--- config.mk ---
export PLATFORM = sky130hd
export DESIGN_NAME = length_prefixed_record_deframer
export DESIGN_NICKNAME = d
export VERILOG_FILES = /design/src/rtl/core/lprd_pkg.sv /design/src/rtl/core/lprd_in_reg.sv /design/src/rtl/core/lprd_core.sv /design/src/rtl/core/lprd_out_reg.sv /design/src/rtl/core/length_prefixed_record_deframer.sv
export SDC_FILE = /design/constraint.sdc
export NUM_CORES = 1
export LEC_CHECK = 0
export CAP_MARGIN = 5
export CORE_AREA = 2 2 84 147
export CTS_CLUSTER_DIAMETER = 150
export DETAILED_ROUTE_END_ITERATION = 16
export DIE_AREA = 0 0 86 149
export DONT_BUFFER_PORTS = 1
export GPL_TIMING_DRIVEN = 0
export SLEW_MARGIN = 0
export SYNTH_ARGS = -nofsm -noshare
export SYNTH_HDL_FRONTEND = slang
export SYNTH_HIERARCHICAL = 1
export SYNTH_SLANG_ARGS = --single-unit
--- constraint.sdc ---
create_clock -name clk -period 4.3 [get_ports clk]
set_clock_uncertainty 0.05 [all_clocks]
set_input_delay 0.86 -clock clk [delete_from_list [all_inputs] [get_ports clk]]
set_output_delay 0.86 -clock clk [all_outputs]
set_load 0.005 [all_outputs]
--- src/rtl/core/lprd_pkg.sv ---
package lprd_pkg;

	// Default field lengths in bytes; each may be set from 1 to 8.
	localparam int DEF_NAME_LEN_BYTES = 4;
	localparam int DEF_SIZE_LEN_BYTES = 4;

	localparam int BYTE_W = 8;
	localparam int KIND_W = 2;

	// Result kind codes.
	localparam logic [KIND_W-1:0] KIND_NAME    = 2'd0;
	localparam logic [KIND_W-1:0] KIND_PAYLOAD = 2'd1;
	localparam logic [KIND_W-1:0] KIND_EMPTY   = 2'd2;

	// Record parse phase.
	typedef enum logic [1:0] {
		PH_NAME_LEN = 2'd0,
		PH_NAME     = 2'd1,
		PH_SIZE     = 2'd2,
		PH_PAYLOAD  = 2'd3
	} phase_t;

	// One result request from the parser to the output register.
	typedef struct packed {
		logic              valid;
		logic [KIND_W-1:0] kind;
		logic [BYTE_W-1:0] data;
		logic              last;
	} res_t;

endpackage

--- src/rtl/core/lprd_in_reg.sv ---
module lprd_in_reg
	import lprd_pkg::*;
(
	input  logic              clk,
	input  logic              arst_n,
	input  logic              in_valid,
	output logic              in_stall,
	input  logic [BYTE_W-1:0] in_byte,
	input  logic              advance,
	output logic              valid_s1,
	output logic [BYTE_W-1:0] byte_s1
);

	// The held byte blocks the input only while the next stage cannot move.
	assign in_stall = valid_s1 && !advance;

	// Valid flag of the input stage.
	always_ff @(posedge clk or negedge arst_n) begin
		if (!arst_n) begin
			valid_s1 <= 1'b0;
		end else if (!in_stall) begin
			valid_s1 <= in_valid;
		end
	end

	// Byte of the input stage; loaded only when a request is taken.
	always_ff @(posedge clk) begin
		if (!in_stall && in_valid) begin
			byte_s1 <= in_byte;
		end
	end

endmodule

--- src/rtl/core/lprd_core.sv ---
module lprd_core
	import lprd_pkg::*;
#(
	parameter int NAME_LEN_BYTES = DEF_NAME_LEN_BYTES,
	parameter int SIZE_LEN_BYTES = DEF_SIZE_LEN_BYTES
) (
	input  logic              clk,
	input  logic              arst_n,
	input  logic              fire,
	input  logic [BYTE_W-1:0] byte_s1,
	output res_t              res
);

	localparam int LEN_MAX = (NAME_LEN_BYTES > SIZE_LEN_BYTES) ? NAME_LEN_BYTES
	                                                            : SIZE_LEN_BYTES;
	localparam int ASM_W   = BYTE_W * LEN_MAX;
	localparam int IDX_W   = (LEN_MAX > 1) ? $clog2(LEN_MAX) : 1;

	localparam logic [IDX_W-1:0] NAME_LAST_IDX = IDX_W'(NAME_LEN_BYTES - 1);
	localparam logic [IDX_W-1:0] SIZE_LAST_IDX = IDX_W'(SIZE_LEN_BYTES - 1);

	phase_t           phase_q, phase_d;
	logic [IDX_W-1:0] idx_q, idx_d;
	logic [ASM_W-1:0] asm_q, asm_d;
	logic [ASM_W-1:0] rem_q, rem_d;
	logic [ASM_W-1:0] asm_g;
	logic [IDX_W-1:0] last_idx;
	logic             field_done;
	logic             data_last;

	// State registers advance once per processed byte.
	always_ff @(posedge clk or negedge arst_n) begin
		if (!arst_n) begin
			phase_q <= PH_NAME_LEN;
			idx_q   <= '0;
			asm_q   <= '0;
			rem_q   <= '0;
		end else if (fire) begin
			phase_q <= phase_d;
			idx_q   <= idx_d;
			asm_q   <= asm_d;
			rem_q   <= rem_d;
		end
	end

	// Merge the incoming byte into its little-endian lane of the assembly.
	always_comb begin
		asm_g = asm_q;
		for (int k = 0; k < LEN_MAX; k++) begin
			if (idx_q == IDX_W'(k)) begin
				asm_g[k*BYTE_W +: BYTE_W] = asm_q[k*BYTE_W +: BYTE_W] | byte_s1;
			end
		end
	end

	assign last_idx   = (phase_q == PH_SIZE) ? SIZE_LAST_IDX : NAME_LAST_IDX;
	assign field_done = (idx_q == last_idx);
	// A count of one or less marks the final data byte.
	assign data_last  = (rem_q[ASM_W-1:1] == '0);

	// Next state and result request.
	always_comb begin
		phase_d   = phase_q;
		idx_d     = idx_q;
		asm_d     = asm_q;
		rem_d     = rem_q;
		res.valid = 1'b0;
		res.kind  = KIND_NAME;
		res.data  = byte_s1;
		res.last  = 1'b0;
		unique case (phase_q)
			PH_NAME_LEN, PH_SIZE: begin
				if (field_done) begin
					idx_d = '0;
					asm_d = '0;
					rem_d = asm_g;
					if (phase_q == PH_NAME_LEN) begin
						// An empty name skips straight to the size field.
						phase_d = (asm_g == '0) ? PH_SIZE : PH_NAME;
					end else if (asm_g == '0) begin
						// An empty file yields a single marker.
						res.valid = 1'b1;
						res.kind  = KIND_EMPTY;
						res.data  = '0;
						res.last  = 1'b1;
						phase_d   = PH_NAME_LEN;
					end else begin
						phase_d = PH_PAYLOAD;
					end
				end else begin
					idx_d = idx_q + IDX_W'(1);
					asm_d = asm_g;
				end
			end
			PH_NAME, PH_PAYLOAD: begin
				res.valid = 1'b1;
				res.kind  = (phase_q == PH_NAME) ? KIND_NAME : KIND_PAYLOAD;
				res.last  = data_last;
				rem_d     = data_last ? '0 : rem_q - ASM_W'(1);
				if (data_last) begin
					phase_d = (phase_q == PH_NAME) ? PH_SIZE : PH_NAME_LEN;
				end
			end
			default: begin
				phase_d = PH_NAME_LEN;
			end
		endcase
	end

endmodule

--- src/rtl/core/lprd_out_reg.sv ---
module lprd_out_reg
	import lprd_pkg::*;
(
	input  logic              clk,
	input  logic              arst_n,
	input  logic              valid_s1,
	input  res_t              res,
	output logic              advance,
	output logic              out_valid,
	input  logic              out_stall,
	output logic [KIND_W-1:0] out_kind,
	output logic [BYTE_W-1:0] out_byte,
	output logic              out_last
);

	// The register may load whenever it is empty or being drained.
	assign advance = !out_valid || !out_stall;

	// Valid flag of the result register.
	always_ff @(posedge clk or negedge arst_n) begin
		if (!arst_n) begin
			out_valid <= 1'b0;
		end else if (advance) begin
			out_valid <= valid_s1 && res.valid;
		end
	end

	// Result payload; held steady while the receiver stalls.
	always_ff @(posedge clk) begin
		if (advance && valid_s1 && res.valid) begin
			out_kind <= res.kind;
			out_byte <= res.data;
			out_last <= res.last;
		end
	end

endmodule

--- src/rtl/core/length_prefixed_record_deframer.sv ---
// Record deframer for an unpacked archive byte stream.
// Input channel (in_valid, in_stall, in_byte) takes one stream byte per
// request. Each record is a little-endian name length, the name bytes, a
// little-endian file size and the payload bytes. Length bytes give no
// result; each name or payload byte gives one result on the output channel
// (out_valid, out_stall, out_kind, out_byte, out_last), with out_last set on
// the final byte of the name and of the payload. A zero-size file gives one
// empty-file marker with out_last set and a zero byte.
// The input register holds each taken byte, one pass of parse logic runs,
// and the result register loads whenever it is empty or being drained.
// Throughput: one byte per cycle while the receiver does not stall; the parse
// pass is a single phase/count update with a decrement as wide as the longer
// length field, so nothing iterates.
// Reset clears the parse state to the start of a name-length field and
// empties both registers. While the receiver stalls a valid result, the
// result holds, the input register holds its byte, and in_stall rises once
// that register is occupied.
module length_prefixed_record_deframer
	import lprd_pkg::*;
#(
	parameter int NAME_LEN_BYTES = DEF_NAME_LEN_BYTES,
	parameter int SIZE_LEN_BYTES = DEF_SIZE_LEN_BYTES
) (
	input  logic              clk,
	input  logic              arst_n,
	input  logic              in_valid,
	output logic              in_stall,
	input  logic [BYTE_W-1:0] in_byte,
	output logic              out_valid,
	input  logic              out_stall,
	output logic [KIND_W-1:0] out_kind,
	output logic [BYTE_W-1:0] out_byte,
	output logic              out_last
);

	logic              advance;
	logic              valid_s1;
	logic [BYTE_W-1:0] byte_s1;
	res_t              res;

	// Input register.
	lprd_in_reg u_in_reg (
		.clk      (clk),
		.arst_n   (arst_n),
		.in_valid (in_valid),
		.in_stall (in_stall),
		.in_byte  (in_byte),
		.advance  (advance),
		.valid_s1 (valid_s1),
		.byte_s1  (byte_s1)
	);

	// Record parser.
	lprd_core #(
		.NAME_LEN_BYTES (NAME_LEN_BYTES),
		.SIZE_LEN_BYTES (SIZE_LEN_BYTES)
	) u_core (
		.clk     (clk),
		.arst_n  (arst_n),
		.fire    (valid_s1 && advance),
		.byte_s1 (byte_s1),
		.res     (res)
	);

	// Result register.
	lprd_out_reg u_out_reg (
		.clk       (clk),
		.arst_n    (arst_n),
		.valid_s1  (valid_s1),
		.res       (res),
		.advance   (advance),
		.out_valid (out_valid),
		.out_stall (out_stall),
		.out_kind  (out_kind),
		.out_byte  (out_byte),
		.out_last  (out_last)
	);

endmodule

# Word level (Yosys, flattened, before mapping)
# Cells that the tools add are included.
word_totals:
  register_bits: 89
  latchBits: 0
  ramBits: 0
  rom_bits: 0
  in_bits: 12
  out_inout_bits: 13
  wordCells: 66
  n_memories: 0
op_classes:
  n_addsub: 2
  mul: 0
  div: 0
  n_lt_le_gt_ge: 0
  n_eq_ne: 8
  shifts: 0
  mux: 23
  bitwise: 4
  n_reduce_logical: 19
op_table:
  columns: ["op", "count"]
  rows:
  - ["$mux 32", 3]
  - ["$pmux 32 s2", 1]
  - ["$mux 8", 5]
  - ["$mux 12", 3]
  - ["$logic_not 32->1", 1]
  - ["$or 8x8->8", 4]
  - ["$sub 32x1->32 const B", 1]
  - ["$logic_not 31->1", 1]
  - ["$mux 2", 7]
  - ["$eq 2x2->1 const B", 4]
  - ["$pmux 3 s2", 1]
  - ["$logic_and 1x1->1", 5]
  - ["$eq 2x1->1 const B", 2]
  - ["$logic_not 1->1", 4]
  - ["$logic_not 2->1", 2]
  - ["$ne 2x1->1 const B", 2]
  - ["$pmux 2 s2", 1]
  - ["$reduce_and 2->1", 2]
  - ["$reduce_or 2->1", 2]
  - ["$reduce_and 3->1", 1]
  - ["$add 2x1->2 const B", 1]
  - ["$pmux 1 s2", 1]
  - ["$logic_or 1x1->1", 1]
  - ["$mux 1", 1]

# Depth between registers and ports, before layout
logic_depth:
  ltp_word: 8
  depth_mapped: 13
  depth_no_buf: 12

# Cells and area by module
# The synthesis kept the hierarchy.
by_module_without_submodules:
  columns: ["mod", "n_inst", "cells_per_inst", "area_each_um2"]
  rows:
  - ["lprd_core", 1, 454, 3876.2]
  - ["lprd_out_reg", 1, 16, 371.6]
  - ["lprd_in_reg", 1, 13, 297.8]
  - ["length_prefixed_record_deframer", 1, 1, 6.3]

# Least setup slack after synthesis
# No wires, ideal clock.
synth_path:
  kind: "register to register"
  from: "register u_core.idx_q[0]"
  to: "register u_out_reg.out_byte[0] (enable)"
  arrival_time_ns: 2.412
  setup_slack_ns: 1.455
  path_stages_with_launch: 14
  period_less_slack_ns: 2.845
  cell_sequence: "dfrtp_1 -> inv_1 -> ha_1 -> clkbuf_1 -> a21oi_1 -> nand4_1 -> nor2_1 -> nand4_1 -> nor3_1 -> ha_1 -> nand2_1 -> nand2_1 -> nand2_1 -> a21oi_1"
synth_rtl:
  columns: ["item", "line", "text"]
  rows:
  - ["from (decl)", "lprd_core.sv:23", "logic [IDX_W-1:0] idx_q, idx_d;"]
  - ["from (signal assigned)", "lprd_core.sv:40", "idx_q <= idx_d;"]
  - ["to (signal assigned)", "lprd_out_reg.sv:32", "out_byte <= res.data;"]
  - ["to (decl)", "lprd_out_reg.sv:12", "output logic [BYTE_W-1:0] out_byte,"]

==> out/results.ini <==
[outcome]
status=complete, no violations

[setup_path]
r2r_start=u_core/idx_q[0]$_DFFE_PN0P_
startpoint=u_core/idx_q[0]$_DFFE_PN0P_
cp.required_ns=4.22
cp-endpoint=u_out_reg/out_byte[3]$_DFFE_PP_
cp.arrival_ns=3.65
r2r_setup_slack_ns=0.57
reg2reg_depth=13
critPathCaptureType=flop
r2r-end=u_out_reg/out_byte[3]$_DFFE_PP_
cp-start-kind=flop
cp_max_fo=11
crit_type=flop to flop

[clock_network]
clk_pin_slew_ns=0.07
ctsHoldBuffers=0
numCtsBuffers=9
h-tree-depth=3
post-cts-setup-buffers=0
cts_tree=yes
clk_latency_ns=0.34
clock-root-buffer=clkbuf_16
cts_resized=0
clock_sink_count=89
clk_path_buf_depth=2

[cells_and_area]
layout_common_cells=dfrtp_1 (70), a21oi_1 (68), nor2_1 (60), clkbuf_1 (35), nor3_1 (34)
final_common_cell=dfrtp_1
nets=513
n_fill_cell=1107
final_cells=637
syn2layout_area_growth_pct=11.5
fin_util_pct=43.2
num_antenna_cells=0
drive_above_1_share_pct=7.60

[synth]
synth_flop_cell=dfrtp_1
syn_nets=502
async_flop_share_pct=78.7
synth-edff-count=19
synth_cells=484
syn-cell-area_sq_um=4550
synth_seq_area_share_pct=51.0
ys_types=55
yosys_warnings=6
syn_avg_cell_area_sq_um=9.40
ys_seq_elements=89

[detailed_routing]
drt_iter0_drc=376
firstDrtPassIters=5
via_count=3941
wl_per_cell_microns=20.9
drt-vias-per-instance=6.19
drc=0
wl_microns=13300
ant_nets=0

[placement]
dp_hpwl_microns=9820
io_buffer_count=0
gp_congestion=0.928
placed_cells_incl_taps=621

[timing]
whs_ns=0.155
rsz0062_at_grt=no
hold_viol=0
worst_pin_slew_ns=1.06
fin_tns_setup_ns=0
finalSetupViolCount=0
drv_slew=0
finalCritPeriodShare_pct=86.8
relSlewSlack_pct=29.0
fin_crit_ns=3.73
fmax_mhz=268

[floorplan]
die_height_microns=149
initial_core_util_pct=38.8
core_sq_um=11700
num_io_pins=25
die_area_sq_um=12800
die_w_microns=86
rows=53

[global_routing]
grt_use_total_pct=21.7
grt_pass1_vias=3850
grt_pass1_wl_microns=20900
overflow=0
grt_max_degree=71
antenna_found_initial=0

[pwr]
powerDensity_nw_per_um2=393
ir_drop_mv=0.234
total_leakage_power_nw=1.90

[hold_path]
hp-class=input port to asynchronous set/reset pin

[run]
maxCapViolCount=0

-- power by group --
part / switching [mW] / leakage [nW] / internal, mW / total [mW]
sequential: 0.0338 / 1.00 / 0.899 / 0.933
clock: 0.345 / 0.171 / 0.574 / 0.919
combinational: 0.0896 / 0.726 / 0.0502 / 0.140
total: 0.468 / 1.90 / 1.52 / 1.99
-- registers in the layout (all words and copies together), names as in the netlist --
register / cells
u_core/asm_q: 32
u_out_reg/out_byte: 8
u_in_reg/byte_s1: 8
u_in_reg/valid_s1: 1
u_out_reg/out_valid: 1
u_core/rem_q: 32
u_out_reg/out_last: 1
u_core/phase_q: 2
u_core/idx_q: 2
u_out_reg/out_kind: 2
-- worst min path at each step --
| stage | start | to | slack, ns |
|---|---|---|---|
| 4_1_cts | arst_n | u_core/rem_q[7]$_DFFE_PN0P_ | 0.15 |
| 3_5_place_dp | u_core/rem_q[10]$_DFFE_PN0P_ | u_core/rem_q[10]$_DFFE_PN0P_ | 0.44 |
| 2_1_floorplan | u_core/rem_q[10]$_DFFE_PN0P_ | u_core/rem_q[10]$_DFFE_PN0P_ | 0.41 |
| 3_3_place_gp | u_core/rem_q[10]$_DFFE_PN0P_ | u_core/rem_q[10]$_DFFE_PN0P_ | 0.42 |
| 5_1_grt | arst_n | u_core/rem_q[7]$_DFFE_PN0P_ | 0.14 |
| 6_report | arst_n | u_core/rem_q[7]$_DFFE_PN0P_ | 0.15 |
-- Yosys cell counts (all sizes together), types with 5 or more instances --
master	number	area [sq um]
a21oi	68	340
a221o	5	50.1
a31oi	11	68.8
buf	7	43.8
clkbuf	35	131
dfrtp	70	1750
edfxtp	19	571
ha	6	75.1
inv	8	30.0
mux2i	9	90.1
nand2	20	75.1
nand2b	6	45.0
nand3	10	65.1
nand4	6	37.5
nor2	60	225
nor2b	9	56.3
nor3	36	190
nor4	13	103
o21ai	34	185
-- stage by stage --
step | worst slack (ns) | total power [mW] | cell area (sq um)
after floorplan | 1.46 | 1.04 | 4550
after global placement | 0.697 | 1.08 | 4720
after detailed placement | 0.630 | 1.09 | 4720
after CTS | 0.625 | 2.00 | 5070
after global routing | 0.354 | 2.05 | 5070
final | 0.566 | 1.99 | 5070
-- critical path, stage by stage, from the launching register on --
cell	delay [ns]
dfrtp_1	0.40
inv_1	0.09
ha_1	0.22
clkbuf_1	0.25
a21oi_1	0.36
nand4_1	0.14
nor2_1	0.11
nand4_1	0.08
nor3_1	0.34
ha_1	0.23
nand2_1	0.09
nand2_1	0.10
nand2_1	0.07
a21oi_1	0.82
-- per-layer routing --
| layer | part of all wire, % | vias up | global-route usage (%) |
|---|---|---|---|
| li1 | - | 1795 | - |
| met1 | 37 | 1915 | 23.6 |
| met2 | 53 | 179 | 38.6 |
| met3 | 4.4 | 52 | 2.88 |
| met4 | 5.4 | 0 | 13.9 |
| met5 | 0 | - | 0 |
-- final cells by class --
cell class	instances	area [sq um]	area share (%)
Sequential cell	89	2320	45.8
Multi-Input combinational cell	345	2020	39.9
Clock buffer	9	225	4.44
Buffer	42	175	3.45
Tap cell	137	171	3.38
Clock inverter	7	125	2.47
Inverter	8	30.0	0.592
-- cell families (layout without fill, tap and decap cells) --
family / after synthesis / count (layout) / share of synthesized area (%)
and+or+nand+nor: 184 / 184 / 21.4
adders and majority gates: 6 / 6 / 1.65
DFF: 89 / 89 / 51.0
AOI/OAI and AO/OA: 146 / 146 / 19.5
buffers and inverters: 50 / 66 / 4.51
muxes: 9 / 9 / 1.98
No activity file was read; power rests on OpenSTA's default activity.
